==> src/rtl/core/dsap_pkg.sv <==
// dsap_pkg: shared types and constants of the drop shadow alpha pixel block
// no dependencies; used by every file in rtl/core
package dsap_pkg;

    localparam int PX_W    = 12;
    localparam int ALPHA_W = 8;
    localparam int SIZE_W  = 12;
    localparam int BYTE_W  = 8;

    localparam int CW   = PX_W + 1;
    localparam int SQ_W = 2 * CW + 1;

    localparam int ADDR_W   = 5;
    localparam int DATA_W   = 32;
    localparam int REG_IX_W = 3;

    localparam logic [REG_IX_W-1:0] REG_POPUP_WIDTH  = 3'd0;
    localparam logic [REG_IX_W-1:0] REG_POPUP_HEIGHT = 3'd1;
    localparam logic [REG_IX_W-1:0] REG_MARGIN       = 3'd2;
    localparam logic [REG_IX_W-1:0] REG_OFFSET_X     = 3'd3;
    localparam logic [REG_IX_W-1:0] REG_OFFSET_Y     = 3'd4;
    localparam logic [REG_IX_W-1:0] REG_RADIUS       = 3'd5;
    localparam logic [REG_IX_W-1:0] REG_MAX_ALPHA    = 3'd6;

    localparam logic [SIZE_W-1:0] RST_POPUP_WIDTH  = 12'd1;
    localparam logic [SIZE_W-1:0] RST_POPUP_HEIGHT = 12'd1;
    localparam logic [BYTE_W-1:0] RST_MARGIN       = 8'd12;
    localparam logic [BYTE_W-1:0] RST_OFFSET_X     = 8'd2;
    localparam logic [BYTE_W-1:0] RST_OFFSET_Y     = 8'd4;
    localparam logic [BYTE_W-1:0] RST_RADIUS       = 8'd14;
    localparam logic [BYTE_W-1:0] RST_MAX_ALPHA    = 8'd58;

    typedef struct packed {
        logic [SIZE_W-1:0] popup_width;
        logic [SIZE_W-1:0] popup_height;
        logic [BYTE_W-1:0] margin;
        logic [BYTE_W-1:0] offset_x;
        logic [BYTE_W-1:0] offset_y;
        logic [BYTE_W-1:0] radius;
        logic [BYTE_W-1:0] max_alpha;
    } cfg_t;

    typedef struct packed {
        logic vld;
        logic zero;
    } ctl_t;

endpackage

==> src/rtl/core/dsap_div_cell.sv <==
// dsap_div_cell: one quotient bit of the restoring divide num / den
// depends on dsap_pkg
module dsap_div_cell #(
    parameter int NW = 40
)
(
    input  logic                          clk,
    input  logic                          rst_n,
    input  logic                          en,
    input  dsap_pkg::ctl_t                ctl_in,
    input  logic [NW-1:0]                 p_in,
    input  logic [dsap_pkg::ALPHA_W-1:0]  q_in,
    input  logic [NW-dsap_pkg::ALPHA_W-1:0] den,
    output dsap_pkg::ctl_t                ctl_out,
    output logic [NW-1:0]                 p_out,
    output logic [dsap_pkg::ALPHA_W-1:0]  q_out
);

    localparam int QW = dsap_pkg::ALPHA_W;

    logic              vld_reg, zero_reg;
    logic [NW-1:0]     p_reg;
    logic [QW-1:0]     q_reg;
    logic [NW-1:0]     sh;
    logic              ge;
    logic [NW-1:0]     pd;

    always_comb
    begin
        sh = NW'(den) << (QW - 1);
        ge = p_in >= sh;
        pd = ge ? p_in - sh : p_in;
    end

    always_ff @(posedge clk or negedge rst_n)
    begin
        if (!rst_n)
        begin
            vld_reg <= 1'b0;
        end
        else if (en)
        begin
            vld_reg <= ctl_in.vld;
        end
    end

    always_ff @(posedge clk)
    begin
        if (en)
        begin
            zero_reg <= ctl_in.zero;
            p_reg    <= {pd[NW-2:0], 1'b0};
            q_reg    <= {q_in[QW-2:0], ge};
        end
    end

    assign ctl_out = '{vld: vld_reg, zero: zero_reg};
    assign p_out   = p_reg;
    assign q_out   = q_reg;

endmodule

==> config.mk <==
export PLATFORM = sky130hd
export DESIGN_NAME = dsap_div_cell
export DESIGN_NICKNAME = d
export VERILOG_FILES = /design/src/rtl/core/dsap_pkg.sv /design/src/rtl/core/dsap_div_cell.sv
export SDC_FILE = /design/constraint.sdc
export NUM_CORES = 1
export LEC_CHECK = 0
export BUFFER_PORTS_ARGS = -buffer_cell sky130_fd_sc_hd__clkbuf_2
export CORE_ASPECT_RATIO = 0.75
export CORE_UTILIZATION = 35
export DETAILED_ROUTE_END_ITERATION = 7
export RECOVER_POWER = 25
export SLEW_MARGIN = 20
export SYNTH_ARGS = -nofsm -noshare
export SYNTH_HDL_FRONTEND = slang
export SYNTH_SLANG_ARGS = --single-unit
==> constraint.sdc <==
create_clock -name clk -period 0.8 [get_ports clk]
set_input_delay 0.04 -clock clk [delete_from_list [all_inputs] [get_ports clk]]
set_output_delay 0.04 -clock clk [all_outputs]
set_load 0.01 [all_outputs]
# Word level (Yosys, flattened, before mapping)
# Index checks and enable logic that the tools add are counted.
# W data, S select, Z words.
[word_totals]
reg_bits = 49
input_bits = 85
out_inout_bits = 50
elab_cells = 7
[op_classes]
n_addsub = 1
n_lt_le_gt_ge = 1
mux = 1
[op_table]
columns = ["operator", "n"]
rows = [
  ["$ge A40 B39 Y1", 1],
  ["$mux W39", 1],
  ["$sub A39 B39 Y39", 1],
]

# Depth between registers and ports, before layout
# Gate-level depths: netlist of run 1.
[logic_depth]
word_depth = 2
mapped_depth = 12
mapped_depth_nobuf = 11

# Least setup slack after synthesis of run 1
# Ideal clock, no wire load.
[synth_path]
path_type = "input port to flip-flop"
from = "input den[15] in the netlist's numbering"
to = "register p_reg[32], in the netlist p_out[32], data pin"
setup_ps = 262
arrival_time_ps = 2481
setup_slack_ps = -1943
stages = 12
path_buffers = 2
path_cell_list = "inv_1 > ha_1 > buf_2 > nand2_1 > or4_1 > a311o_1 > nand3_2 > a41o_1 > a211oi_2 > o31ai_4 > buf_6 > mux2_1"
[synth_via]
elab_chain_len = 2
elab_cells_between_ends = 3
cone_classes = "add/sub (1); order compare (1); mux (1)"
[synth_lines]
columns = ["item", "line", "text"]
rows = [
  ["from (decl)", "dsap_div_cell.sv:13", "input logic [NW-dsap_pkg::ALPHA_W-1:0] den,"],
  ["$ge A40 B39 Y1", "dsap_div_cell.sv:31", "ge = p_in >= sh;"],
  ["net ge", "dsap_div_cell.sv:25", "logic ge;"],
  ["$mux W39", "dsap_div_cell.sv:32", "pd = ge ? p_in - sh : p_in;"],
  ["net pd[31]", "dsap_div_cell.sv:26", "logic [NW-1:0] pd;"],
  ["to (signal assigned)", "dsap_div_cell.sv:52", "p_reg <= {pd[NW-2:0], 1'b0};"],
  ["to (decl)", "dsap_div_cell.sv:22", "logic [NW-1:0] p_reg;"],
]
# The timed path passes the listed nets, and every way through them passes these cells.
# A chain may end at the register's enable or synchronous reset.

# Worst setup path after layout of run 1
[layout_path]
from = "input den[13] in the netlist's numbering"
to = "register p_reg[32], in the netlist p_out[32], data pin"
[layout_via]
elab_chain_len = 2
elab_cells_between_ends = 3
cone_classes = "add/sub (1); order compare (1); mux (1)"
[layout_lines]
columns = ["item", "line"]
rows = [
  ["$sub A39 B39 Y39 or $ge A40 B39 Y1 (tied branches)", "dsap_div_cell.sv:32, dsap_div_cell.sv:31"],
  ["$mux W39 (*)", "dsap_div_cell.sv:32"],
  ["net pd[31]", "dsap_div_cell.sv:26"],
]
# Mark *: on every way through the listed nets, which the timed path passes. The rest lies on a longest branch.

==> results by group, run 1 <==
Run status
  • Run status: complete, but fails checks
  • Failing checks: setup timing

Logic synthesis
  • Post-Syn Area: 0.003775 sq mm
  • Syn Nets: 486
  • Ys Warns: 0
  • Synth cell types: 53
  • Syn Area/Cell: 10.26 sq um
  • Register area share after synthesis: 38.85%
  • Post-synth EDFFs: 48
  • Syn Inst Count: 368
  • Synth Flop Type: edfxtp_1
  • Async S/R FF share, synth: 2.041%
  • Flops & latches, synth: 49

Layout
  • Area Growth Syn to Fin: 63.67%
  • Max FFs per register: 39
  • Final #Nets: 731
  • Final Cell Area: 0.006178 sq mm
  • Fraction of layout cells with a size suffix above 1: 52.12%
  • Ant diodes: 0
  • Most common cell after layout, fill and taps aside: clkbuf_2
  • Layout fillers: 909
  • Most frequent cells in the layout: clkbuf_2, buf_4, edfxtp_1, inv_1, mux2_4

Global route
  • Largest net degree at the start of global routing: 29
  • Initial antenna violation count: 0
  • GR Util All Layers: 19.07%
  • Vias in the first global route: 3526
  • Total grt overflow: 0
  • First-pass GRT wire length: 16890 um

STA
  • Skew final: 0 ns
  • Endpoints failing setup: 82
  • Fmax: 0.4114 GHz
  • Worst Max-Slew Pin Slew: 0.5215 ns
  • Final worst setup slack: -1.631 ns
  • Setup tns final: -53.96 ns
  • Pins over their slew limit: 0
  • Fin crit share: 303.9%
  • Tmin final: 2.431 ns
  • Slew margin rel.: 65.23%
  • RSZ-0062 raised after global routing: yes
  • Endpoints failing hold: 0

Place
  • I/O Buffers: 132
  • Routability cong.: 0.8252
  • Placement Cell Area: 0.005429 sq mm
  • Placement Setup Slack: -2.053 ns
  • DP Wirelength: 8423 um

Die
  • Chip height: 91.94 um
  • Rows: 32
  • Initial Utilization: 36.40%
  • Total core area: 0.01037 sq mm
  • Die X-Extent: 121.9 um
  • DIE AREA: 0.01121 sq mm
  • Number of I/O pins: 135

Detailed routing
  • Post-route ant nets: 0
  • Final WL: 11100 um
  • 1st-pass router iterations: 4
  • Drt via density: 4.924
  • Initial DRC Count: 160
  • Routed wire per std cell: 14.79 um
  • DRC errors left: 0
  • Vias: 3693

Worst setup path
  • CP Data Arrival Time: 2.48 ns
  • FF-to-FF setup slack: 0.05 ns
  • CP max stage cell: or4_4
  • Worst Setup Start Kind: input pin
  • Worst Path Required: 0.85 ns
  • Max FO, Critical Path: 8
  • Max incr delay on CP: 0.51 ns
  • Worst setup EP type: register
  • Reg2reg path depth: 1
  • CP dominant cell by count: clkbuf_16
  • Setup Crit Path Kind: input pin to register
  • CP Cell Sequence: clkbuf_16 -> inv_12 -> ha_4 -> nand2_4 -> or4_4 -> a311o_1 -> nand3_2 -> a41o_1 -> a211oi_2 -> o31ai_4 -> buf_6 -> clkbuf_16 -> mux2_4

Clock tree
  • Latest clock arrival within the worst-skew pair: 0.28 ns
  • CTS H-Tree Depth: 2
  • Clock net sink count: 49
  • Root buffer cell: clkbuf_16
  • Clock Path Buffers: 2
  • TritonCTS Buffers: 5
  • TritonCTS clock tree: done
  • Worst-path clk slew: 0.08 ns

Power and ir drop
  • Cell Pwr Density: 1567 mW/mm^2
  • Leakage: 3.001 nW
  • Peak VDD IR: 1.535 mV

Hold path
  • Hold Crit Depth: 2
  • Worst hold path type: input pin to register

Flow run
  • Max-cap viol count: 0
## stage by stage
stage               power (mW)  cells  util (%)  hold slack (ns)
floorplan                5.377    368         -          -0.2556
global placement         6.848    716     52.35          -0.1852
detailed placement       6.890    716     52.35          -0.1816
CTS                      9.433    749     57.57          0.05304
global route             10.20    750     59.58          0.05816
finish                   9.680    750     59.58          0.06364
## cells in the mapped netlist (2+ instances only)
library cell | number | share of area (%)
clkbuf_2 | 2 | 0.27
xor2_1 | 10 | 2.3
a211oi_1 | 4 | 0.80
buf_6 | 3 | 0.89
nor2b_1 | 2 | 0.33
mux2_2 | 4 | 1.2
a21oi_1 | 26 | 3.4
a41o_1 | 2 | 0.53
xnor2_1 | 17 | 3.9
nor4_1 | 3 | 0.50
buf_4 | 3 | 0.60
inv_1 | 37 | 3.7
o21a_1 | 8 | 1.6
a211o_1 | 2 | 0.46
and4_1 | 3 | 0.70
a21o_1 | 12 | 2.4
nor3_1 | 6 | 0.80
buf_2 | 2 | 0.27
nand3_1 | 3 | 0.40
a41oi_1 | 2 | 0.46
nand2b_1 | 4 | 0.66
mux2i_1 | 3 | 0.80
o211ai_1 | 5 | 0.99
nand2_1 | 23 | 2.3
ha_1 | 32 | 11
or2_2 | 2 | 0.33
mux2_1 | 26 | 7.8
a2111oi_0 | 2 | 0.46
nand4_1 | 8 | 1.3
o21ai_0 | 11 | 1.5
o2111ai_1 | 5 | 1.2
nor2_1 | 17 | 1.7
a31oi_1 | 3 | 0.50
clkbuf_1 | 7 | 0.70
edfxtp_1 | 48 | 38
a21boi_0 | 4 | 0.80
## report_power, final
group	total [mW]	internal (mW)	switching (mW)
clock network	2.22	1.18	1.04
registers	3.36	3.26	0.0954
logic	4.10	2.26	1.84
## area by class of cell
cell class                      instances  area [sq um]  area share, %
Sequential cell                        49          1466          23.73
Tap cell                              136         170.2          2.754
Inverter                               37         156.4          2.531
Clock buffer                            5         125.1          2.025
Clock inverter                          3         25.02         0.4050
Multi-Input combinational cell        265          2435          39.41
Timing Repair Buffer                  255          1800          29.14
## logic make-up after synthesis
kind of cell	after synthesis	synth area share, %
fa+ha+maj	33	11.14
mux	33	9.745
buf+inv	54	6.397
xor+xnor	27	6.264
compound gates	96	17.63
other cells	1	0.09934
simple gates	75	9.877
flops	49	38.85
## worst max-delay path: cells and delay by family
family / cells / cell delay (ns)
compound gates: 4 / 0.74
simple gates: 3 / 0.65
fa+ha+maj: 1 / 0.26
buf+inv: 4 / 0.48
mux: 1 / 0.31
## repair_timing
action / 4_1_cts / 5_1_grt
gates cloned: 1 / 1
endpoints found under the setup margin: 82 / 82
resized for setup: 35 / 53
pin swaps: 5 / 6
endpoints found under the hold margin: 17 / 0
buffers inserted: 7 / 1
hold buffers: 17 / 0
## final timing paths
kind	startpoint	end
worst min register to register	vld_reg	vld_reg
min in group asynchronous	rst_n	vld_reg
max in group asynchronous	rst_n	vld_reg
worst max-delay path	den[13]	p_out[32]
worst min-delay path	p_in[17]	p_out[18]
worst max register to register	vld_reg	vld_reg
## layer usage
metal | wire length (um) | track usage (%)
met3 | 677 | 2.425
met1 | 5579 | 28.42
met5 | 0 | 0
met4 | 36 | 2.675
met2 | 4802 | 29.71
(Power assumes the default switching activity.)
==> run 2, diff against run 1 <==
Settings changed: ABC_AREA set to 1.
==> results by group, run 2 <==
Worst setup path
  • CP Cell Sequence: clkbuf_16 -> inv_12 -> ha_4 -> nand2_1 -> nand2_2 -> nand2_1 -> nand2_2 -> a21oi_4 -> nand2_2 -> a21oi_4 -> nand2_4 -> buf_12 -> nand2_1 -> nand2_1 (was clkbuf_16 -> inv_12 -> ha_4 -> nand2_4 -> or4_4 -> a311o_1 -> nand3_2 -> a41o_1 -> a211oi_2 -> o31ai_4 -> buf_6 -> clkbuf_16 -> mux2_4)
  • CP bufs+invs: 3 (was 4)
  • Critical path depth in cells: 14 (was 13)
  • Worst Path Required: 0.85 ns (about the same)
  • Setup Crit Path Kind: input pin to register (unchanged)
  • CP Data Arrival Time: 1.54 ns (was 2.48 ns)
  • Max incr delay on CP: 0.25 ns (was 0.51 ns)
  • CP max stage cell: ha_4 (was or4_4)
  • Reg2reg path depth: 1 (unchanged)
  • Worst Setup Start Kind: input pin (unchanged)
  • Max FO, Critical Path: 17 (was 8)
  • CP delay by family, top: simple AND/OR/NAND/NOR gates (was compound AO/OA/AOI/OAI gates)
  • Worst setup EP type: register (unchanged)
  • CP dominant cell by count: nand2_1 (was clkbuf_16)

Layout
  • Final #Nets: 1103 (was 731)
  • Fraction of layout cells with a size suffix above 1: 35.29% (was 52.12%)
  • Max FFs per register: 39 (unchanged)
  • Area Growth Syn to Fin: 55.31% (was 63.67%)
  • Final Instance Count excl. Fillers: 1157 (was 750)
  • Most common cell after layout, fill and taps aside: nand2_1 (was clkbuf_2)
  • Post-layout util: 55.57% (was 59.58%)
  • Most frequent cells in the layout: nand2_1, inv_1, clkbuf_2, buf_4, nand3_1 (was clkbuf_2, buf_4, edfxtp_1, inv_1, mux2_4)
  • Layout fillers: 1315 (was 909)
  • Ant diodes: 0 (unchanged)

Logic synthesis
  • Top-area cell type share of the netlist area: 31.05% (was 38.18%)
  • Register area share after synthesis: 31.59% (was 38.85%)
  • Synth top area cells: edfxtp_1, nand2_1, inv_1, ha_1, nand3_1 (was edfxtp_1, ha_1, mux2_1, xnor2_1, inv_1)
  • Syn Area/Cell: 6.376 sq um (was 10.26 sq um)
  • Commonest cells post-synth: nand2_1, inv_1, nand3_1 (was edfxtp_1, inv_1, ha_1)
  • Synth cell types: 31 (was 53)
  • Async S/R FF share, synth: 2.041% (unchanged)
  • Post-synth EDFFs: 48 (unchanged)
  • Syn Nets: 846 (was 486)
  • Synth Flop Type: edfxtp_1 (unchanged)
  • Post-Syn Area: 0.004642 sq mm (was 0.003775 sq mm)
  • Flops & latches, synth: 49 (unchanged)
  • Yosys top cell by area: edfxtp_1 (unchanged)
  • Syn Inst Count: 728 (was 368)
  • Ys Warns: 0 (unchanged)
  • Most numerous cell in the Yosys netlist: nand2_1 (was edfxtp_1)

Flow run
  • Max-cap viol count: 0 (unchanged)

Detailed routing
  • Post-route ant nets: 0 (unchanged)
  • DRC errors left: 0 (unchanged)
  • Routed wire per std cell: 12.42 um (was 14.79 um)
  • Final WL: 14370 um (was 11100 um)
  • 1st-pass router iterations: 5 (was 4)
  • Initial DRC Count: 307 (was 160)
  • Vias: 5058 (was 3693)
  • Drt via density: 4.372 (was 4.924)

Power and ir drop
  • Portion of total power attributed to the clock network: 24.5% (was 23.0%)
  • Int Power: 6.756 mW (was 6.699 mW)
  • Peak VDD IR: 0.8389 mV (was 1.535 mV)
  • Tot Pwr: 10.16 mW (was 9.680 mW)
  • Reg power frac: 32.8% (was 34.7%)
  • Psw: 3.408 mW (was 2.981 mW)
  • Leakage: 4.097 nW (was 3.001 nW)
  • Switching share of power: 33.53% (was 30.80%)
  • Comb power frac: 42.7% (was 42.3%)
  • Cell Pwr Density: 1410 mW/mm^2 (was 1567 mW/mm^2)

Clock tree
  • Latest clock arrival within the worst-skew pair: 0.29 ns (was 0.28 ns)
  • CTS H-Tree Depth: 2 (unchanged)
  • TritonCTS Buffers: 5 (unchanged)
  • Root buffer cell: clkbuf_16 (unchanged)
  • TritonCTS clock tree: done (unchanged)
  • Clock Path Buffers: 2 (unchanged)
  • Worst-path clk slew: 0.06 ns (was 0.08 ns)
  • Clock net sink count: 49 (unchanged)

Global route
  • M2 GR Usage: 31.64% (was 29.71%)
  • GRT met3 Usage: 3.954% (was 2.425%)
  • First-pass GRT wire length: 22740 um (was 16890 um)
  • GR Util All Layers: 21.73% (was 19.07%)
  • Initial antenna violation count: 0 (unchanged)
  • Top Usage Layer GRT: met1 (was met2)
  • Total grt overflow: 0 (unchanged)
  • Vias in the first global route: 4618 (was 3526)
  • Largest net degree at the start of global routing: 34 (was 29)
  • Met1 global-route usage: 33.14% (was 28.42%)

Die
  • DIE AREA: 0.01373 sq mm (was 0.01121 sq mm)
  • Total core area: 0.01297 sq mm (was 0.01037 sq mm)
  • Number of I/O pins: 135 (unchanged)
  • Rows: 36 (was 32)
  • Die X-Extent: 135.0 um (was 121.9 um)
  • Initial Utilization: 35.78% (was 36.40%)
  • Chip height: 101.7 um (was 91.94 um)

Run status
  • Failing checks: setup timing (unchanged)
  • Run status: complete, but fails checks (unchanged)

Place
  • DP Wirelength: 11740 um (was 8423 um)
  • I/O Buffers: 132 (unchanged)
  • Inst Count DP: 1129 (was 716)
  • Routability cong.: 0.8499 (was 0.8252)

Hold path
  • Worst hold path type: input pin to async pin (was input pin to register)

STA
  • Skew final: 0 ns (unchanged)
  • Endpoints failing hold: 0 (unchanged)
  • Tmin final: 1.487 ns (was 2.431 ns)
  • Fin crit share: 185.9% (was 303.9%)
  • Min Hold Slack: 0.05300 ns (was 0.06364 ns)
  • RSZ-0062 raised after global routing: yes (unchanged)
  • Final worst setup slack: -0.6869 ns (was -1.631 ns)
  • Fmax: 0.6725 GHz (was 0.4114 GHz)
  • Endpoints failing setup: 82 (unchanged)
  • Pins over their slew limit: 0 (unchanged)
-- run 2: changes by cell type in the layout (fill, tap and decap cells not counted), moves of 11 or more --
cell and change:
nand2_1 +258, inv_1 +125, nand3_1 +50, nand2_2 +30, mux2_4 -29, xnor2_1 -16, ha_1 -15, ha_4 +15
nor2_1 +12, nor2_2 +11
-- run 2: final cells by class --
cell class | instances | area [sq um] | share of cell area, %
well taps | 171 | 214.0 | 2.968
clock inverters | 2 | 38.79 | 0.5380
flip-flops and latches | 49 | 1466 | 20.34
repair buffers | 262 | 1744 | 24.19
inverters | 161 | 619.3 | 8.591
multi-input cells | 506 | 2998 | 41.58
clock buffers | 6 | 128.9 | 1.788
-- run 2: power by group through the flow --
| stage | clock (mW) | combinational [mW] | sequential, mW |
|---|---|---|---|
| final | 2.49 | 4.34 | 3.34 |
| after global routing | 2.66 | 4.84 | 3.37 |
| after CTS | 2.58 | 4.27 | 3.34 |
| after detailed placement | 0 | 4.03 | 3.40 |
| after global placement | 0 | 3.99 | 3.40 |
| after floorplan | 0 | 2.04 | 3.56 |
-- run 2: final timing paths --
| check | start | endpoint | slack, ns |
|---|---|---|---|
| setup / recovery | den[18] | p_out[37] | -0.69 |
| hold / removal | rst_n | vld_reg | 0.05 |
| setup reg to reg | vld_reg | vld_reg | 0.06 |
| hold reg to reg | vld_reg | vld_reg | 0.52 |
| max in group asynchronous | rst_n | vld_reg | 0.66 |
| min in group clk | p_in[34] | p_out[35] | 0.07 |
-- run 2: cells by family after synthesis --
group / count (synthesis) / synth area share [%]
AND/OR/NAND/NOR: 428 / 37.68
flip-flops: 49 / 31.59
multiplexers: 1 / 0.2426
buffers and inverters: 173 / 15.04
other: 1 / 0.08078
XOR/XNOR: 14 / 2.642
AO/OA/AOI/OAI: 29 / 3.665
adder cells (fa/ha/maj): 33 / 9.057
-- run 2: per-layer routing --
metal  part of all wire (%)  vias up
li1                       -     2723
met1                     53     2183
met2                     39      144
met3                    7.6        8
met4                   0.53        0
met5                      0        -
-- run 2: timing repair --
item	in CTS	in global routing
endpoints found under the hold margin	17	0
pin swaps	9	8
gates resized for setup	40	21
setup endpoints to repair	82	82
hold buffers	17	0
setup buffers	2	1
-- run 2: through the flow --
stage / TNS (ns) / worst slack, ns / area [sq um]
after floorplan: -25.57 / -0.7841 / 4970
final: -23.82 / -0.6869 / 7209
after detailed placement: -37.16 / -1.166 / 6639
after global placement: -36.77 / -1.150 / 6639
after global routing: -29.56 / -0.8141 / 7209
after CTS: -23.88 / -0.6809 / 7156
